<file path="src/hdl/int32_to_decimal_ascii_unit_macros.svh">
// ----------------------------------------------------------------------------
// int32 to decimal ascii assertion macros
// shared concurrent assertion forms, clocked on clk, disabled in rst
// ----------------------------------------------------------------------------
`ifndef INT32_TO_DECIMAL_ASCII_UNIT_MACROS_SVH
`define INT32_TO_DECIMAL_ASCII_UNIT_MACROS_SVH

// same-cycle implication
`define I2DA_ASSERT_NOW(label, ante, cons) \
  label: assert property (@(posedge clk) disable iff (rst) (ante) |-> (cons)) \
    else $error("i2da assertion failed");

// next-cycle implication
`define I2DA_ASSERT_NEXT(label, ante, cons) \
  label: assert property (@(posedge clk) disable iff (rst) (ante) |=> (cons)) \
    else $error("i2da assertion failed");

`endif

</file>
<file path="src/hdl/i2da_pkg.sv">
// ----------------------------------------------------------------------------
// i2da_pkg
// shared types and constants of the int32 to decimal ascii unit
// ----------------------------------------------------------------------------
`default_nettype none

package i2da_pkg;

  localparam int MAG_W      = 32;
  localparam int NUM_DIGITS = 10;
  localparam int DIGIT_W    = 4;
  localparam int BCD_W      = NUM_DIGITS * DIGIT_W;
  localparam int CNT_W      = $clog2(MAG_W);
  localparam int IDX_W      = $clog2(NUM_DIGITS);
  localparam int CHAR_W     = 8;

  localparam logic [CNT_W-1:0]   LAST_STEP    = CNT_W'(MAG_W - 1);
  localparam logic [DIGIT_W-1:0] DABBLE_LIMIT = 4'd5;
  localparam logic [DIGIT_W-1:0] DABBLE_ADJ   = 4'd3;
  localparam logic [CHAR_W-1:0]  ASCII_ZERO   = 8'd48;
  localparam logic [CHAR_W-1:0]  ASCII_MINUS  = 8'd45;
  localparam logic [CHAR_W-1:0]  ASCII_NINE   = 8'd57;

  typedef enum logic [1:0] {
    ST_IDLE,
    ST_CONV,
    ST_HAND
  } ctrl_state_t;

  typedef struct packed {
    logic load;
    logic step;
    logic hand;
  } ctrl_cmd_t;

  typedef struct packed {
    logic last_step;
    logic emit_free;
  } ctrl_status_t;

endpackage

`default_nettype wire

</file>
<file path="src/hdl/i2da_ctrl.sv">
// ----------------------------------------------------------------------------
// i2da_ctrl
// sequencer for load, 32 shift-add steps and handoff to the emitter
// ----------------------------------------------------------------------------
`default_nettype none

module i2da_ctrl import i2da_pkg::*; (
  input  wire logic         clk,
  input  wire logic         rst,
  input  wire logic         value_valid,
  input  wire ctrl_status_t status,
  output logic              value_ready,
  output ctrl_cmd_t         cmd
);

  ctrl_state_t state;
  ctrl_state_t state_next;

  always_ff @(posedge clk) begin
    if (rst) begin
      state <= ST_IDLE;
    end else begin
      state <= state_next;
    end
  end

  always_comb begin
    state_next = state;
    case (state)
      ST_IDLE: begin
        if (value_valid) state_next = ST_CONV;
      end
      ST_CONV: begin
        if (status.last_step) state_next = ST_HAND;
      end
      ST_HAND: begin
        if (status.emit_free) state_next = ST_IDLE;
      end
      default: state_next = ST_IDLE;
    endcase
  end

  always_comb begin
    value_ready = 1'b0;
    cmd         = '0;
    case (state)
      ST_IDLE: begin
        // no request taken while reset is held
        value_ready = !rst;
        cmd.load    = value_valid && !rst;
      end
      ST_CONV: begin
        cmd.step = 1'b1;
      end
      ST_HAND: begin
        cmd.hand = status.emit_free;
      end
      default: begin
        value_ready = 1'b0;
      end
    endcase
  end

endmodule

`default_nettype wire

</file>
<file path="src/hdl/i2da_dpath.sv">
// ----------------------------------------------------------------------------
// i2da_dpath
// magnitude register and bit-serial double-dabble bcd converter
// ----------------------------------------------------------------------------
`default_nettype none

module i2da_dpath import i2da_pkg::*; (
  input  wire logic               clk,
  input  wire logic [MAG_W-1:0]   value,
  input  wire ctrl_cmd_t          cmd,
  output logic                    last_step,
  output logic                    neg,
  output logic [BCD_W-1:0]        bcd
);

  logic [MAG_W-1:0] mag;
  logic [CNT_W-1:0] cnt;
  logic [BCD_W-1:0] bcd_adj;

  // add three to every digit of five or more before the shift
  always_comb begin
    logic [DIGIT_W-1:0] nib;
    for (int i = 0; i < NUM_DIGITS; i++) begin
      nib = bcd[i*DIGIT_W +: DIGIT_W];
      bcd_adj[i*DIGIT_W +: DIGIT_W] = (nib >= DABBLE_LIMIT) ? nib + DABBLE_ADJ : nib;
    end
  end

  always_ff @(posedge clk) begin
    if (cmd.load) begin
      neg <= value[MAG_W-1];
      mag <= value[MAG_W-1] ? (MAG_W'(0) - value) : value;
      bcd <= '0;
      cnt <= '0;
    end else if (cmd.step) begin
      {bcd, mag} <= {bcd_adj[BCD_W-2:0], mag, 1'b0};
      cnt        <= cnt + 1'b1;
    end
  end

  assign last_step = (cnt == LAST_STEP);

endmodule

`default_nettype wire

</file>
<file path="src/hdl/i2da_emit.sv">
// ----------------------------------------------------------------------------
// i2da_emit
// character buffer: holds one converted number and sends its text
// ----------------------------------------------------------------------------
`default_nettype none

module i2da_emit import i2da_pkg::*; (
  input  wire logic               clk,
  input  wire logic               rst,
  input  wire logic               hand,
  input  wire logic               neg,
  input  wire logic [BCD_W-1:0]   bcd,
  output logic                    emit_free,
  output logic                    char_valid,
  input  wire logic               char_ready,
  output logic [CHAR_W-1:0]       char_code,
  output logic                    last_char
);

  logic                busy;
  logic                show_minus;
  logic [IDX_W-1:0]    idx;
  logic [IDX_W-1:0]    top;
  logic [DIGIT_W-1:0]  digit [NUM_DIGITS];
  logic                take;

  // highest nonzero digit, zero gives position 0
  always_comb begin
    top = '0;
    for (int i = 1; i < NUM_DIGITS; i++) begin
      if (bcd[i*DIGIT_W +: DIGIT_W] != '0) top = IDX_W'(i);
    end
  end

  assign take = busy && char_ready;

  always_ff @(posedge clk) begin
    if (rst) begin
      busy       <= 1'b0;
      show_minus <= 1'b0;
    end else if (hand) begin
      busy       <= 1'b1;
      show_minus <= neg;
    end else if (take) begin
      if (show_minus) begin
        show_minus <= 1'b0;
      end else if (idx == '0) begin
        busy <= 1'b0;
      end
    end
  end

  always_ff @(posedge clk) begin
    if (hand) begin
      idx <= top;
      for (int i = 0; i < NUM_DIGITS; i++) begin
        digit[i] <= bcd[i*DIGIT_W +: DIGIT_W];
      end
    end else if (take && !show_minus && idx != '0) begin
      idx <= idx - 1'b1;
    end
  end

  assign emit_free  = !busy;
  assign char_valid = busy;
  assign char_code  = show_minus ? ASCII_MINUS : ASCII_ZERO + {4'd0, digit[idx]};
  assign last_char  = !show_minus && (idx == '0);

endmodule

`default_nettype wire

</file>
<file path="src/hdl/int32_to_decimal_ascii_unit.sv">
// first character: follows the load, the 32 shift steps and the handoff, which waits for a free emit buffer
// requests: a new one is taken once the 32-step bit-serial bcd converter has handed off the last one,
//   and its conversion runs while the characters of the previous request drain from the emit buffer
// output: one character per cycle when char_ready is held high, 1 to 11 per request
// reset: synchronous active-high rst idles the sequencer and empties the emit buffer
// ----------------------------------------------------------------------------
// int32_to_decimal_ascii_unit
// signed 32-bit integer to decimal ascii text, most significant character first
// ----------------------------------------------------------------------------
`default_nettype none

`include "int32_to_decimal_ascii_unit_macros.svh"

module int32_to_decimal_ascii_unit import i2da_pkg::*; (
  input  wire logic                 clk,
  input  wire logic                 rst,
  // request channel
  input  wire logic                 value_valid,
  output logic                      value_ready,
  input  wire logic signed [31:0]   value,
  // character channel
  output logic                      char_valid,
  input  wire logic                 char_ready,
  output logic [7:0]                char_code,
  output logic                      last_char
);

  ctrl_cmd_t        cmd;
  ctrl_status_t     status;
  logic             last_step;
  logic             emit_free;
  logic             neg;
  logic [BCD_W-1:0] bcd;

  // status back to the sequencer
  assign status.last_step = last_step;
  assign status.emit_free = emit_free;

  // sequencer: idle, convert, hand off to the emit buffer
  i2da_ctrl u_ctrl (
    .clk         (clk),
    .rst         (rst),
    .value_valid (value_valid),
    .status      (status),
    .value_ready (value_ready),
    .cmd         (cmd)
  );

  // magnitude and bit-serial binary to bcd conversion
  i2da_dpath u_dpath (
    .clk       (clk),
    .value     (MAG_W'(value)),
    .cmd       (cmd),
    .last_step (last_step),
    .neg       (neg),
    .bcd       (bcd)
  );

  // emit buffer lets the next conversion run while text goes out
  i2da_emit u_emit (
    .clk        (clk),
    .rst        (rst),
    .hand       (cmd.hand),
    .neg        (neg),
    .bcd        (bcd),
    .emit_free  (emit_free),
    .char_valid (char_valid),
    .char_ready (char_ready),
    .char_code  (char_code),
    .last_char  (last_char)
  );

  // a request starts a conversion, so no second request right behind it
  `I2DA_ASSERT_NEXT(a_busy_after_accept, value_valid && value_ready, !value_ready)

  // the minus sign never closes the text
  `I2DA_ASSERT_NOW(a_minus_not_last, char_valid && char_code == ASCII_MINUS, !last_char)

  // only minus or decimal digits leave the unit
  `I2DA_ASSERT_NOW(a_char_legal, char_valid,
    char_code == ASCII_MINUS || (char_code >= ASCII_ZERO && char_code <= ASCII_NINE))

endmodule

`default_nettype wire
</file>
<file path="config.mk">
export PLATFORM = sky130hd
export DESIGN_NAME = int32_to_decimal_ascii_unit
export DESIGN_NICKNAME = d
export VERILOG_FILES = /design/src/hdl/i2da_pkg.sv /design/src/hdl/i2da_ctrl.sv /design/src/hdl/i2da_dpath.sv /design/src/hdl/i2da_emit.sv /design/src/hdl/int32_to_decimal_ascii_unit.sv
export VERILOG_INCLUDE_DIRS = /design/src /design/src/hdl
export SDC_FILE = /design/constraint.sdc
export NUM_CORES = 1
export LEC_CHECK = 0
export BUFFER_PORTS_ARGS = -buffer_cell sky130_fd_sc_hd__buf_2
export CAP_MARGIN = 20
export CORE_MARGIN = 10
export CORE_UTILIZATION = 55
export DETAILED_ROUTE_END_ITERATION = 7
export PLACE_DENSITY_LB_ADDON = 0.25
export SETUP_SLACK_MARGIN = 0.3
export SLEW_MARGIN = 40
export SYNTH_ARGS = -nofsm -noshare
export SYNTH_HDL_FRONTEND = slang
export SYNTH_SLANG_ARGS = --single-unit
</file>
<file path="constraint.sdc">
create_clock -name clk -period 6.05 [get_ports clk]
set_clock_uncertainty 0.05 [all_clocks]
set_input_delay 0.3025 -clock clk [delete_from_list [all_inputs] [get_ports clk]]
set_output_delay 0.3025 -clock clk [all_outputs]
set_load 0.03 [all_outputs]
</file>
# Word level (Yosys, flattened, before mapping)
# Memories as Yosys holds them, arrays and structs flattened. A register that Yosys moved wholly into a read port is not among the register bits.
# Index checks and enable logic that the tools add are counted.
[word_totals] n_memories=1 register_bits=86 latch_bits=0 ramBits=40 mem_bits_ro=0 in_bits=36 output_inout_bits=11
[classes] n_addsub=14 n_reduce_logical=26 mux=42 eq_ne=7 n_shift=0 n_div=0 order_cmp=10 bitwise=0 multipliers=0
[memory_table] name="u_emit.digit" depth=10 word_bits=4 read_ports=1 rd_ports_with_merged_regs=1 write_ports=10 line="i2da_emit.sv:24" text="logic [DIGIT_W-1:0] digit [NUM_DIGITS];"
[op_table] cell="2-to-1 mux 32 bit" n=3
[op_table] cell="2-to-1 mux 4 bit" n=14
[op_table] cell="greater-or-equal comparator 4 x 3 -> 1 bit, second input constant" n=10
[op_table] cell="nonzero test 4 bit" n=10
[op_table] cell="adder 4 x 2 -> 4 bit, second input constant" n=9
[op_table] cell="subtractor 1 x 32 -> 32 bit, first input constant" n=1
[op_table] cell="2-to-1 mux 3 bit" n=5
[op_table] cell="2-to-1 mux 1 bit" n=13
[op_table] cell="2-to-1 mux 2 bit" n=5
[op_table] cell="2-to-1 mux 8 bit" n=1
[op_table] cell="nonzero test 2 bit" n=4
[op_table] cell="adder 6 x 4 -> 7 bit, first input constant" n=1
[op_table] cell="inequality test 2 bit, second input constant" n=3
[op_table] cell="case mux 2 bit (3 select lines)" n=1
[op_table] cell="AND reduction 3 bit" n=2
[op_table] cell="adder 5 x 1 -> 5 bit, second input constant" n=1
[op_table] cell="== test 5 bit, second input constant" n=1
[op_table] cell="logical AND 1 bit" n=5
[op_table] cell="zero test 4 bit" n=1
[op_table] cell="subtractor 4 x 1 -> 4 bit, second input constant" n=1
[op_table] cell="adder 3 x 2 -> 3 bit, second input constant" n=1
[op_table] cell="zero test 1 bit" n=3
[op_table] cell="== test 2 x 1 -> 1 bit, second input constant" n=1
[op_table] cell="== test 2 bit, second input constant" n=1
[op_table] cell="other kinds (2)" n=2

# Longest topological paths before layout
[logic_depth] depth_word=12 depth_mapped=7

# Cells and area by module
# A second synthesis with hierarchy kept.
[hier_totals] cells_unflattened=644 hier_area_um2=6806.5
[modules_own_cells] mod="i2da_dpath" instances=1 area_per_inst_um2=4513.1 cells_per_inst=493
[modules_own_cells] mod="i2da_emit" instances=1 area_per_inst_um2=2185.8 cells_per_inst=138
[modules_own_cells] mod="i2da_ctrl" instances=1 area_per_inst_um2=107.6 cells_per_inst=13

# Worst setup path before layout
# No wires, ideal clock.
[synth_timing] kind="reg-to-reg" startpoint="register u_ctrl.state[1]" endpoint="register u_dpath.mag[0], enable pin" path_buffers=1 stages_incl_launch_ff=5 synth_period_minus_slack_ps=2837 required_ps=5611 slack_ps=3213 arrival_ps=2397 setup_time_ps=389 cell_sequence="dfxtp_1 -> nor3_1 -> nand2_1 -> clkbuf_1 -> nand2_1"
[synth_via] elab_chain_len=3
[synth_lines] item="start: declaration" line="i2da_ctrl.sv:16" text="ctrl_state_t state;"
[synth_lines] item="start signal: assignment" line="i2da_ctrl.sv:23" text="state <= state_next;"
[synth_lines] item="== test 2 x 1 -> 1 bit or zero test 2 bit (tied branches)" line="i2da_ctrl.sv:46" text="case (state)"
[synth_lines] item="2-to-1 mux 1 bit" line="i2da_ctrl.sv:46"
[synth_lines] item="nonzero test 2 bit (no line) *"
[synth_lines] item="end signal: assignment" line="i2da_dpath.sv:32" text="mag <= value[MAG_W-1] ? (MAG_W'(0) - value) : value;"
[synth_lines] item="end signal: assignment" line="i2da_dpath.sv:36" text="{bcd, mag} <= {bcd_adj[BCD_W-2:0], mag, 1'b0};"
[synth_lines] item="end: declaration" line="i2da_dpath.sv:16" text="logic [MAG_W-1:0] mag;"
# Mark *: on every way between the ends. The rest lies on a longest branch, timed or not.
# A chain may end at the register's enable or synchronous reset.

==> qor.txt <==
Final ANT Viol Nets - 0
Multi-input gate area - 0.00302 mm^2
Number of DRC markers in iteration 0 - 338
Post-CTS Setup Inserts - 0
EDFF count, synth - 77
Post-synthesis register bit count - 130
Initial antenna violation count - 0
CORE AREA - 0.0119 mm^2
Global Route Usage Sum - 0.165
CTS tree - built
Adder-cell share of the synthesized area - 0.0453
Via-to-Cell Ratio - 5.75
Number of buffers created by CTS - 17
Sequential area share after synthesis - 0.509
Xor/xnor share of the synthesized area - 0.0634
Vias in the first global route - 4648
N_diodes - 0
Sequential fraction of design power - 0.420
Pin count of the biggest net entering global routing - 78
Relative slew slack - 0.473
Crit Path Max Fanout - 12
Part of the power in combinational logic - 0.206
Area growth syn-to-layout - 14.2%
Post-Syn Area - 0.00663 mm^2
H-tree Lvls - 4
Final Wtd Congestion - 0.762
Cell Rows - 40
Yosys cell types - 55
Clk_lat worst skew - 0.41 ns
Crit path required time - 5.70 ns
Top FF cell, synth - edfxtp_1
Clock power share - 0.375
Synth Area in Compound Gates - 0.148
DIE HEIGHT - 130 um
Net Switching - 855 uW
CTS Buffer Depth - 2
Post-layout minimum cycle time - 2.76 ns
Final Hold Viols - 0
Syn Area/Cell - 10.5 um^2
Hold_ws - 0.0833 ns
Fraction of layout cells with a size suffix above 1 - 0.161
F_max - 362 MHz
Max_cap viols - 0
Setup TNS - 0 ns
Register area - 0.00337 mm^2
CP startpoint kind - flip-flop
Outcome - finished, final reports clean
Lkg Pwr - 2.87 nW
Post-CTS Hold Buffers - 0
Largest family of logic cells by synthesized area - simple AND/OR/NAND/NOR gates
Switch share - 0.289
Total vias in the final route - 4743
Filler instances - 921
Post-route DRC - 0
Commonest non-fill, non-tap cell in the layout - edfxtp_1
Int Power - 2.10 mW
Synth Area in Simple Gates - 0.150
Hold Path Class - in -> reg
Initial core utilization - 0.557
HPWL after DPL - 9260 um
Syn Inst Count - 633
Pre-antenna DRT Iters - 7
Async S/R FF share, synth - 0
Clock transition at the registers of the reported paths - 0.05 ns
First-pass GRT wire length - 22200 um
CTS root buf - clkbuf_16
VDD IR max - 159 uV
Die Width - 130 um
Final setup viols - 0
Final Routed Wirelength - 13200 um
Yosys warnings - 0
Worst EP arrival - 2.41 ns
RSZ-0062 raised after global routing - no
Overall power - 2.96 mW
Wire length per cell - 16.1 um
Port Buffers - 43
Net count, final - 725
Critical Path Sink Type - output pin
PwrDens - 391 mW/mm^2
Worst-Margin Slew - 0.790 ns
Kind of critical path - reg -> out
Post_cts resized - 0
Final worst path period share - 0.456
Sink Count - 130
Gr ovfl total - 0
Post-synthesis mux area share - 0.0444
I/O pin cnt - 47
Most frequent cells in the layout - edfxtp_1, o21ai_0, dfxtp_1, nand2_1, buf_2
Slew Limit Fails - 0
Die area - 0.0168 mm^2
-- kinds of logic after synthesis --
family / after synthesis
fa+ha+maj: 24
mux: 19
compound gates: 160
xor+xnor: 48
simple gates: 186
buf+inv: 64
other cells: 2
flops: 130
-- registers in the layout, indices dropped and copies added, names as in the netlist, named ones only --
register	count
u_emit.digit	40
u_dpath.mag	32
u_dpath.neg	1
u_emit.show_minus	1
u_dpath.bcd	40
u_emit.char_valid	1
u_dpath.cnt	5
u_emit.idx	4
u_ctrl.state	2
-- layout make-up --
class                           instances  share of cell area
Sequential cell                       130               0.446
Clock inverter                         10              0.0238
Inverter                               31              0.0155
Clock buffer                           22              0.0613
Timing Repair Buffer                   45              0.0304
Tap cell                              147              0.0243
Multi-Input combinational cell        440               0.399
-- cells in the mapped netlist, types with 10 or more instances --
library cell,n,area [um^2]
ha_1,24,300
o21ai_0,70,350
inv_1,30,113
dfxtp_1,53,1060
nor2_1,36,135
xor2_1,34,298
nor3b_1,10,75.1
o31ai_1,14,105
nand2b_1,14,87.6
clkbuf_1,23,86.3
nand3_1,38,190
edfxtp_1,77,2310
nand2_1,52,195
a21oi_1,38,190
xnor2_1,14,123
o21ai_1,10,50.1
-- layer usage --
metal	GRT usage	vias up	wire, um
li1	-	2363	-
met1	0.210	2241	6060
met4	0.0569	0	89
met2	0.265	130	6360
met5	0	-	0
met3	0.0446	9	735
-- through the flow --
stage | cell area [um^2] | worst slack, ns | instances | utilization
floorplan | 6630 | 3.21 | 634 | -
global placement | 6910 | 3.48 | 793 | 0.580
detailed placement | 6920 | 3.44 | 793 | 0.581
CTS | 7560 | 3.25 | 825 | 0.635
global route | 7570 | 3.15 | 825 | 0.635
finish | 7570 | 3.29 | 825 | 0.635
-- worst max-delay path, stage by stage (launching register included) --
cell,delay [ns]
dfxtp_1,0.80
mux4_2,0.58
nor2b_1,0.14
a211oi_1,0.22
a211oi_1,0.08
buf_2,0.18
-- power groups by stage --
stage | Sequential, mW | Clock [mW] | Combinational [mW]
2_1_floorplan | 1.21 | 0 | 0.474
3_3_place_gp | 1.25 | 0 | 0.574
3_5_place_dp | 1.26 | 0 | 0.601
4_1_cts | 1.24 | 1.12 | 0.608
5_1_grt | 1.27 | 1.15 | 0.702
6_report | 1.24 | 1.11 | 0.608
-- path summary, 6_finish.rpt --
path                           startpoint                             end  slack (ns)  depth (start not counted)
max                             flip-flop                    char_code[1]        3.29                          5
min                            char_ready  u_emit.show_minus$_SDFFE_PP0P_        0.08                          2
max reg2reg  u_ctrl.state[1]$_SDFFE_PP0P_       u_dpath.mag[30]$_DFFE_PP_        3.45                          6
min reg2reg     u_dpath.mag[31]$_DFFE_PP_     u_dpath.bcd[0]$_SDFFE_PP0P_        0.40                          2
Note: power is estimated with default switching activity, not from simulation.
